`src/sv/lpht_pkg.sv`:
```
`default_nettype none
package lpht_pkg;

  localparam int SLOTS      = 16;
  localparam int KEY_BYTES  = 8;
  localparam int COUNT_BITS = 16;

  localparam int SLOT_W = (SLOTS > 1) ? $clog2(SLOTS) : 1;
  localparam int KEY_W  = 64;
  localparam int HASH_W = 32;
  // hash and modulo phases both run eight steps: eight key bytes, eight hash nibbles
  localparam int STEP_W = 3;
  localparam int NIB_W  = 4;
  localparam int MOD_W  = SLOT_W + NIB_W + 1;

  localparam logic [HASH_W-1:0] HASH_SEED = 32'd5381;
  localparam int HASH_SHIFT = 5;

  localparam logic [COUNT_BITS-1:0] CNT_MAX = {COUNT_BITS{1'b1}};

  localparam logic [1:0] FN_ADD    = 2'd0;
  localparam logic [1:0] FN_LOOKUP = 2'd1;
  localparam logic [1:0] FN_REMOVE = 2'd2;

  localparam logic [1:0] MARK_FREE    = 2'd0;
  localparam logic [1:0] MARK_USED    = 2'd1;
  localparam logic [1:0] MARK_DELETED = 2'd2;

  localparam logic [1:0] ST_OK        = 2'd0;
  localparam logic [1:0] ST_NOT_FOUND = 2'd1;
  localparam logic [1:0] ST_FULL      = 2'd2;

  typedef struct packed {
    logic [1:0]       func;
    logic [KEY_W-1:0] key;
  } in_word_t;

  typedef struct packed {
    logic [15:0] count;
    logic [1:0]  status;
    logic [3:0]  slot;
  } out_word_t;

  typedef enum logic [2:0] {
    S_IDLE,
    S_HASH,
    S_MOD,
    S_ISSUE,
    S_PROBE,
    S_COMMIT
  } state_t;

  typedef struct packed {
    logic load;
    logic hash_step;
    logic mod_step;
    logic probe_issue;
    logic probe_step;
    logic commit;
  } cmd_t;

  typedef struct packed {
    logic step_last;
    logic probe_done;
  } sts_t;

  function automatic logic [SLOT_W-1:0] slot_inc(input logic [SLOT_W-1:0] p);
    logic [SLOT_W-1:0] r;
    if (p == SLOT_W'(SLOTS - 1)) begin
      r = '0;
    end else begin
      r = p + SLOT_W'(1);
    end
    return r;
  endfunction

endpackage
`default_nettype wire

```
`src/sv/lpht_ctrl.sv`:
```
`default_nettype none
module lpht_ctrl (
  input  wire logic          clk,
  input  wire logic          rst_n,
  input  wire logic          in_valid,
  output logic               in_ready,
  output logic               out_valid,
  input  wire logic          out_ready,
  input  wire lpht_pkg::sts_t sts,
  output lpht_pkg::cmd_t     cmd
);

  lpht_pkg::state_t state_r, state_nxt;
  logic out_valid_r, out_valid_nxt;
  logic out_free;

  assign out_free = !out_valid_r || out_ready;

  always_ff @(posedge clk) begin
    if (!rst_n) begin
      state_r     <= lpht_pkg::S_IDLE;
      out_valid_r <= 1'b0;
    end else begin
      state_r     <= state_nxt;
      out_valid_r <= out_valid_nxt;
    end
  end

  always_comb begin
    state_nxt = state_r;
    unique case (state_r)
      lpht_pkg::S_IDLE:   if (in_valid) state_nxt = lpht_pkg::S_HASH;
      lpht_pkg::S_HASH:   if (sts.step_last) state_nxt = lpht_pkg::S_MOD;
      lpht_pkg::S_MOD:    if (sts.step_last) state_nxt = lpht_pkg::S_ISSUE;
      lpht_pkg::S_ISSUE:  state_nxt = lpht_pkg::S_PROBE;
      lpht_pkg::S_PROBE:  if (sts.probe_done) state_nxt = lpht_pkg::S_COMMIT;
      lpht_pkg::S_COMMIT: if (out_free) state_nxt = lpht_pkg::S_IDLE;
      default:            state_nxt = lpht_pkg::S_IDLE;
    endcase
  end

  always_comb begin
    cmd = '0;
    in_ready = 1'b0;
    unique case (state_r)
      lpht_pkg::S_IDLE: begin
        in_ready = 1'b1;
        cmd.load = in_valid;
      end
      lpht_pkg::S_HASH:   cmd.hash_step = 1'b1;
      lpht_pkg::S_MOD:    cmd.mod_step = 1'b1;
      lpht_pkg::S_ISSUE:  cmd.probe_issue = 1'b1;
      lpht_pkg::S_PROBE:  cmd.probe_step = 1'b1;
      lpht_pkg::S_COMMIT: cmd.commit = out_free;
      default:            cmd = '0;
    endcase
  end

  // result word register stays full until taken
  always_comb begin
    out_valid_nxt = out_valid_r;
    if (cmd.commit) begin
      out_valid_nxt = 1'b1;
    end else if (out_ready) begin
      out_valid_nxt = 1'b0;
    end
  end

  assign out_valid = out_valid_r;

endmodule
`default_nettype wire

```
`src/sv/lpht_dp.sv`:
```
`default_nettype none
module lpht_dp (
  input  wire logic                clk,
  input  wire logic                rst_n,
  input  wire lpht_pkg::in_word_t  in_data,
  input  wire lpht_pkg::cmd_t      cmd,
  output lpht_pkg::sts_t           sts,
  output lpht_pkg::out_word_t      out_data
);

  localparam int SW = lpht_pkg::SLOT_W;
  localparam int CW = lpht_pkg::COUNT_BITS;
  localparam int KW = lpht_pkg::KEY_W;
  localparam int HW = lpht_pkg::HASH_W;
  localparam int MW = lpht_pkg::MOD_W;

  // working registers of one word
  logic [1:0]                  func_r;
  logic [KW-1:0]               key_r;
  logic [KW-1:0]               nkey_r;
  logic [HW-1:0]               hash_r;
  logic                        ended_r;
  logic [lpht_pkg::STEP_W-1:0] step_r;
  logic [SW-1:0]               rem_r;
  logic [SW-1:0]               p_r;
  logic [SW-1:0]               vcnt_r;
  logic                        found_r;
  logic [SW-1:0]               fpos_r;
  logic [CW-1:0]               fcnt_r;
  logic                        ins_ok_r;
  logic [SW-1:0]               ins_at_r;
  lpht_pkg::out_word_t         out_data_r;

  // slot storage
  logic [1:0]    mark_r [lpht_pkg::SLOTS];
  logic [KW-1:0] key_mem [lpht_pkg::SLOTS];
  logic [CW-1:0] cnt_mem [lpht_pkg::SLOTS];
  logic [1:0]    rd_mark_r;
  logic [KW-1:0] rd_key_r;
  logic [CW-1:0] rd_cnt_r;
  logic [SW-1:0] rd_addr_r;

  logic [7:0]    byte_raw;
  logic [7:0]    byte_eff;
  logic [HW-1:0] hash_nxt;
  logic [MW-1:0] mod_acc;
  logic [SW-1:0] rem_nxt;
  logic [SW-1:0] rd_addr;
  logic          rd_en;
  logic          is_free;
  logic          is_used;
  logic          is_match;
  logic          visit_last;

  logic          we_cnt;
  logic          we_key;
  logic          we_mark;
  logic [1:0]    wr_mark;
  logic [SW-1:0] wr_addr;
  logic [CW-1:0] wr_cnt;
  lpht_pkg::out_word_t res;

  // djb2 step, zero byte or byte beyond the key length ends the key
  always_comb begin
    byte_raw = key_r[7:0];
    if (ended_r || (int'(step_r) >= lpht_pkg::KEY_BYTES)) begin
      byte_eff = 8'd0;
    end else begin
      byte_eff = byte_raw;
    end
    if (byte_eff != 8'd0) begin
      hash_nxt = (hash_r << lpht_pkg::HASH_SHIFT) + hash_r + HW'(byte_eff);
    end else begin
      hash_nxt = hash_r;
    end
  end

  // one nibble of restoring remainder per step, hash msb first
  always_comb begin
    mod_acc = {1'b0, rem_r, hash_r[HW-1 -: lpht_pkg::NIB_W]};
    for (int i = lpht_pkg::NIB_W - 1; i >= 0; i--) begin
      if (mod_acc >= (MW'(lpht_pkg::SLOTS) << i)) begin
        mod_acc = mod_acc - (MW'(lpht_pkg::SLOTS) << i);
      end
    end
    rem_nxt = mod_acc[SW-1:0];
  end

  assign rd_addr = cmd.probe_issue ? rem_r : p_r;
  assign rd_en   = cmd.probe_issue || cmd.probe_step;

  assign is_free    = (rd_mark_r == lpht_pkg::MARK_FREE);
  assign is_used    = (rd_mark_r == lpht_pkg::MARK_USED);
  assign is_match   = is_used && (rd_key_r == nkey_r);
  assign visit_last = (vcnt_r == SW'(lpht_pkg::SLOTS - 1));

  assign sts.step_last  = (step_r == {lpht_pkg::STEP_W{1'b1}});
  assign sts.probe_done = cmd.probe_step && (is_free || is_match || visit_last);

  always_ff @(posedge clk) begin
    if (cmd.load) begin
      func_r  <= in_data.func;
      key_r   <= in_data.key;
      nkey_r  <= '0;
      hash_r  <= lpht_pkg::HASH_SEED;
      ended_r <= 1'b0;
      step_r  <= '0;
      rem_r   <= '0;
    end
    if (cmd.hash_step) begin
      hash_r  <= hash_nxt;
      ended_r <= ended_r || (byte_eff == 8'd0);
      key_r   <= key_r >> 8;
      nkey_r  <= {byte_eff, nkey_r[KW-1:8]};
      step_r  <= step_r + lpht_pkg::STEP_W'(1);
    end
    if (cmd.mod_step) begin
      rem_r  <= rem_nxt;
      hash_r <= hash_r << lpht_pkg::NIB_W;
      step_r <= step_r + lpht_pkg::STEP_W'(1);
    end
    if (cmd.probe_issue) begin
      p_r      <= lpht_pkg::slot_inc(rem_r);
      vcnt_r   <= '0;
      found_r  <= 1'b0;
      ins_ok_r <= 1'b0;
    end
    if (cmd.probe_step) begin
      p_r    <= lpht_pkg::slot_inc(p_r);
      vcnt_r <= vcnt_r + SW'(1);
      if (!ins_ok_r && !is_used) begin
        ins_ok_r <= 1'b1;
        ins_at_r <= rd_addr_r;
      end
      if (is_match) begin
        found_r <= 1'b1;
        fpos_r  <= rd_addr_r;
        fcnt_r  <= rd_cnt_r;
      end
    end
    if (cmd.commit) begin
      out_data_r <= res;
    end
  end

  // result and write-back of the operation
  always_comb begin
    res        = '0;
    res.status = lpht_pkg::ST_OK;
    wr_addr    = fpos_r;
    wr_cnt     = fcnt_r;
    wr_mark    = lpht_pkg::MARK_USED;
    we_cnt     = 1'b0;
    we_key     = 1'b0;
    we_mark    = 1'b0;
    unique case (func_r)
      lpht_pkg::FN_ADD: begin
        if (found_r) begin
          wr_cnt    = (fcnt_r == lpht_pkg::CNT_MAX) ? fcnt_r : fcnt_r + CW'(1);
          we_cnt    = 1'b1;
          res.count = 16'(wr_cnt);
          res.slot  = 4'(fpos_r);
        end else if (ins_ok_r) begin
          wr_addr   = ins_at_r;
          wr_cnt    = CW'(1);
          we_cnt    = 1'b1;
          we_key    = 1'b1;
          we_mark   = 1'b1;
          res.count = 16'(wr_cnt);
          res.slot  = 4'(ins_at_r);
        end else begin
          res.status = lpht_pkg::ST_FULL;
        end
      end
      lpht_pkg::FN_REMOVE: begin
        if (found_r) begin
          wr_cnt    = (fcnt_r == '0) ? fcnt_r : fcnt_r - CW'(1);
          we_cnt    = 1'b1;
          if (wr_cnt == '0) begin
            we_mark = 1'b1;
            wr_mark = lpht_pkg::MARK_DELETED;
          end
          res.count = 16'(wr_cnt);
          res.slot  = 4'(fpos_r);
        end else begin
          res.status = lpht_pkg::ST_NOT_FOUND;
        end
      end
      default: begin
        if (found_r) begin
          res.count = 16'(fcnt_r);
          res.slot  = 4'(fpos_r);
        end else begin
          res.status = lpht_pkg::ST_NOT_FOUND;
        end
      end
    endcase
  end

  always_ff @(posedge clk) begin
    if (!rst_n) begin
      for (int i = 0; i < lpht_pkg::SLOTS; i++) begin
        mark_r[i] <= lpht_pkg::MARK_FREE;
      end
    end else if (cmd.commit && we_mark) begin
      mark_r[wr_addr] <= wr_mark;
    end
  end

  always_ff @(posedge clk) begin
    if (rd_en) begin
      rd_mark_r <= mark_r[rd_addr];
      rd_key_r  <= key_mem[rd_addr];
      rd_cnt_r  <= cnt_mem[rd_addr];
      rd_addr_r <= rd_addr;
    end
    if (cmd.commit && we_key) begin
      key_mem[wr_addr] <= nkey_r;
    end
    if (cmd.commit && we_cnt) begin
      cnt_mem[wr_addr] <= wr_cnt;
    end
  end

  assign out_data = out_data_r;

endmodule
`default_nettype wire

```
`src/sv/linear_probe_counting_hash_table.sv`:
```
// channel | ports                          | word
// in      | in_valid, in_ready, in_data    | func, key
// out     | out_valid, out_ready, out_data | count, status, slot
//
// one word at a time: accept, hash steps, modulo steps, read issue, then probe reads
// until a free slot, a match or every slot is seen, then the commit
// the probe reads one slot per cycle from the slot memories
// reset marks every slot free at once, no clearing pass
// a waiting result holds the commit, and no next word is accepted until the commit
`default_nettype none
module linear_probe_counting_hash_table (
  input  wire logic                clk,
  input  wire logic                rst_n,
  input  wire logic                in_valid,
  output logic                     in_ready,
  input  wire lpht_pkg::in_word_t  in_data,
  output logic                     out_valid,
  input  wire logic                out_ready,
  output lpht_pkg::out_word_t      out_data
);

  lpht_pkg::cmd_t cmd;
  lpht_pkg::sts_t sts;

  lpht_ctrl u_ctrl (
    .clk       (clk),
    .rst_n     (rst_n),
    .in_valid  (in_valid),
    .in_ready  (in_ready),
    .out_valid (out_valid),
    .out_ready (out_ready),
    .sts       (sts),
    .cmd       (cmd)
  );

  lpht_dp u_dp (
    .clk      (clk),
    .rst_n    (rst_n),
    .in_data  (in_data),
    .cmd      (cmd),
    .sts      (sts),
    .out_data (out_data)
  );

`ifndef SYNTHESIS
  a_commit_free: assert property (@(posedge clk) disable iff (!rst_n)
    cmd.commit |-> (!out_valid || out_ready))
    else $error("commit over an untaken result");

  a_one_word: assert property (@(posedge clk) disable iff (!rst_n)
    (in_valid && in_ready) |=> !in_ready)
    else $error("second word accepted while one is in progress");

  a_commit_valid: assert property (@(posedge clk) disable iff (!rst_n)
    cmd.commit |=> out_valid)
    else $error("commit did not present a result");

  a_full_empty: assert property (@(posedge clk) disable iff (!rst_n)
    (out_valid && (out_data.status == lpht_pkg::ST_FULL))
      |-> (out_data.count == 16'd0 && out_data.slot == 4'd0))
    else $error("table full result carries a count or slot");
`endif

endmodule
`default_nettype wire

```
`config.mk`:
```
export PLATFORM = sky130hd
export DESIGN_NAME = linear_probe_counting_hash_table
export DESIGN_NICKNAME = d
export VERILOG_FILES = /design/src/sv/lpht_pkg.sv /design/src/sv/lpht_ctrl.sv /design/src/sv/lpht_dp.sv /design/src/sv/linear_probe_counting_hash_table.sv
export SDC_FILE = /design/constraint.sdc
export NUM_CORES = 2
export LEC_CHECK = 0
export BUFFER_PORTS_ARGS = -buffer_cell sky130_fd_sc_hd__buf_2
export CORE_MARGIN = 1.5
export CORE_UTILIZATION = 25
export CTS_BUF_LIST = sky130_fd_sc_hd__clkbuf_4
export DETAILED_ROUTE_END_ITERATION = 10
export GPL_ROUTABILITY_DRIVEN = 0
export GPL_TIMING_DRIVEN = 0
export SLEW_MARGIN = 0
export SYNTH_ARGS = -nofsm -noshare
export SYNTH_HDL_FRONTEND = slang
export SYNTH_SLANG_ARGS = --single-unit
```
`constraint.sdc`:
```
create_clock -name clk -period 5.2 [get_ports clk]
set_input_delay 0.26 -clock clk [delete_from_list [all_inputs] [get_ports clk]]
set_output_delay 0.26 -clock clk [all_outputs]
set_load 0.02 [all_outputs]
```
==> results.py <==
metrics = {
    "status": {
        "status": "complete, but fails checks",
        "violations": "DRC",
    },
    "clocking": {
        "cts_made_buffers": 395,
        "clkSinkCount": 1628,
        "cts_tree": "built",
        "htree_levels": 5,
        "worstSkewPairLatency_ns": 1.36,
        "cts_root_buffer": "clkbuf_4",
        "cts.clk_slew.worst_paths_ns": 0.07,
        "cts_buffer_depth": 4,
    },
    "final_layout": {
        "syn_to_final_growth_pct": 18.6,
        "ff_latch_area_um2": 48700,
        "fin_util_pct": 29.8,
        "multi_input_area_um2": 17400,
        "nets": 6201,
        "final_area_um2": 79900,
        "drive_above_1_share_pct": 14.7,
        "final.fill_count": 27000,
    },
    "worst_hold_path": {
        "min_path_type": "in -> reg",
        "whs_endpoint": "u_dp.mark_r[10][1]",
        "hold_path_depth": 4,
        "min_from": "rst_n",
    },
    "sta": {
        "worst_pin_slew_ns": 1.48,
        "maxSlewHeadroom_pct": 1.57,
        "post-route-period-util_pct": 95.1,
        "fin_ws_ns": 0.254,
        "final-hold-violation-count": 0,
        "skew_ns": 0.133,
        "slew_viol_final": 0,
        "period_needed_ns": 4.95,
        "rsz0062_at_grt": "no",
        "setup_viol": 0,
        "fmax_ghz": 0.202,
    },
    "setup_path": {
        "start_kind": "flop",
        "worstReg2RegStart": "u_ctrl.state_r[0]",
        "crit_path_top_delay_cell": "clkbuf_1",
        "crit_arrival_ns": 5.95,
        "reg2reg_setup_slack_ns": 0.25,
        "worstPathMaxFanout": 10,
        "cp_top_family": "buffers and inverters",
        "r2r-end": "u_dp.rd_cnt_r[13]",
        "crit_path_end_kind": "flop",
        "worst-setup-path-type": "reg -> reg",
        "reg2reg_depth": 13,
        "cp_slowest_stage_delay_ns": 1.08,
        "path_buf_inv": 6,
        "path_common_cell": "buf_2",
        "cp.required_ns": 6.21,
        "crit_chain": "nand2_1, or2_1, buf_2, mux2i_4, buf_12, inv_2, buf_2, clkbuf_1, buf_2, nand2_1, nand3_1, nand3_1, a31oi_1",
    },
    "route": {
        "wire_per_inst_um": 20.0,
        "drt_wl_total_um": 198000,
        "route.met3.wl_um": 16100,
        "dr.pass1.iters": 7,
        "wl_met1_um": 78700,
        "wl_met2_um": 96200,
        "vias": 47100,
        "ant_nets": 0,
        "top_layer": "met5",
        "vias_per_cell": 4.76,
        "drt_iter0_markers": 5421,
        "drc": 1,
    },
    "yosys": {
        "postSynthCellCount": 5358,
        "synth_nets": 5498,
        "synthFlopType": "edfxtp_1",
        "seq_area_frac_synth_pct": 72.2,
        "syn_area_um2": 67400,
        "synth.distinct_cells": 79,
        "ys_async_sr_fraction_pct": 0,
        "yosys_warnings": 0,
        "synth_edf_count": 1610,
        "syn-mean-instance-area_um2": 12.6,
        "ys_ff_latch": 1628,
    },
    "place": {
        "dp_slack_ns": 0.0555,
        "port_buffers": 93,
        "dp_hpwl_um": 132000,
        "placed_area_um2": 73500,
    },
    "global_routing": {
        "grt_use_total_pct": 14.3,
        "grt_pass1_vias": 46400,
        "grt_max_degree": 67,
        "grt_first_pass_wirelength_um": 295000,
        "antenna_found_initial": 10,
        "grt_overflow": 0,
    },
    "die": {
        "start_util_pct": 25.1,
        "die_area_um2": 273000,
        "die_h_um": 522,
        "dieWidth_um": 522,
        "io_pins": 94,
        "core.rowCount": 190,
        "fp.coreArea_um2": 268000,
    },
    "pwr": {
        "vdd_drop_max_mv": 0.232,
        "powerDensity_nw_per_um2": 353,
        "fin_total_pwr_mw": 28.2,
        "p_leak_nw": 27.9,
    },
    "job": {
        "drv_cap": 0,
    },
}
## sequential cells by signal, summed over array words and instances (netlist names), 16 cells and up
name / cells
u_dp.rd_cnt_r: 16
u_dp.out_data: 22
u_dp.nkey_r: 64
u_dp.mark_r: 32
u_dp.key_r: 64
u_dp.hash_r: 32
u_dp.cnt_mem: 256
u_dp.rd_key_r: 64
u_dp.key_mem: 1024
u_dp.fcnt_r: 16
## logic make-up (layout without fill, tap and decap cells)
kind of cell	Yosys count	after routing	share of synthesized area [%]
simple gates	2687	2687	17.3
flops	1628	1628	72.2
compound gates	491	491	5.28
buf+inv	369	1351	2.31
xor+xnor	100	100	1.30
fa+ha+maj	70	70	1.34
mux	13	13	0.213
other cells	0	11	0
## tightest hold or removal path, cell delays in order
cell and delay (ns):
dlygate4sd3_1 0.54, buf_2 0.17, nand3_2 0.23, nor2_1 0.06
## layout by cell type (no fill, tap or decap), types with 56 or more instances in the layout
| cell | n |
|---|---|
| edfxtp_1 | 1610 |
| nand2_1 | 1617 |
| clkbuf_1 | 195 |
| xor2_1 | 67 |
| o21ai_0 | 56 |
| and2_1 | 70 |
| nor2_1 | 78 |
| a311oi_1 | 167 |
| ha_1 | 66 |
| a21oi_1 | 70 |
| buf_2 | 212 |
| dlygate4sd3_1 | 154 |
| nand3_1 | 683 |
| a31oi_1 | 87 |
| clkinv_1 | 88 |
| and3_1 | 95 |
| clkbuf_4 | 560 |
## area by class of cell
| class | count | share of cell area [%] |
|---|---|---|
| diodes | 11 | 0.0344 |
| plain buffers | 341 | 1.82 |
| well taps | 3552 | 5.56 |
| clock buffers | 560 | 5.26 |
| inverters | 28 | 0.131 |
| multi-input cells | 3361 | 21.7 |
| clock inverters | 116 | 0.718 |
| repair buffers | 306 | 3.82 |
| flip-flops and latches | 1628 | 60.9 |
## how the worst max path moves through the flow
stage,start,to,slack [ns],depth (start not counted)
global placement,u_ctrl.state_r[0],u_dp.key_mem[12][23],-4.41,6
finish,u_ctrl.state_r[0],u_dp.rd_cnt_r[13],0.25,13
floorplan,u_ctrl.state_r[0],u_dp.key_mem[0][0],-0.35,6
CTS,u_ctrl.state_r[0],u_dp.rd_key_r[16],0.34,13
detailed placement,u_ctrl.state_r[0],u_dp.rd_cnt_r[0],0.06,12
global route,u_ctrl.state_r[0],u_dp.rd_key_r[35],0.27,13
## stage by stage
stage               cells  TNS [ns]  hold WS [ns]
detailed placement   9059         0         0.407
CTS                  9892         0       0.00840
floorplan            5358   -280.56         0.359
global placement     9003  -4220.69         0.404
finish               9903         0         0.160
global route         9893         0        0.0795
## repair_timing
item	CTS	global route
hold buffers	154	0
endpoints found under the setup margin	1	0
endpoints found under the hold margin	159	0
resized for setup	0	0
setup buffers	3	0
## where the power goes
part           internal [mW]  total (mW)  switching [mW]
sequential              15.0        15.7           0.624
combinational          0.933        2.38            1.45
clock                   5.14        10.1            5.00
## routing by layer
layer  GRT usage [%]  up-vias
met4            6.22        4
met2            23.7     2388
met3            2.75      477
met5               0        -
met1            17.9    23000
li1                -    21200
## cells in the mapped netlist, types with 15 or more instances
library cell / instances / share of area [%]
nand2_1: 1619 / 9.0
edfxtp_1: 1610 / 72
nand3_1: 684 / 5.1
clkbuf_1: 200 / 1.1
a311oi_1: 167 / 2.2
buf_2: 119 / 0.88
nor2_1: 113 / 0.63
and3_1: 95 / 0.88
a31oi_1: 87 / 0.81
a21oi_1: 70 / 0.52
and2_1: 70 / 0.65
xor2_1: 67 / 0.87
ha_1: 66 / 1.2
o21ai_0: 56 / 0.42
xnor2_1: 33 / 0.43
inv_1: 25 / 0.14
buf_1: 18 / 0.10
dfxtp_1: 18 / 0.53
a22o_1: 17 / 0.22
nor2b_1: 16 / 0.15
nor3_1: 16 / 0.12
nor4_1: 15 / 0.14
Note: power is estimated with default switching activity, not from simulation.
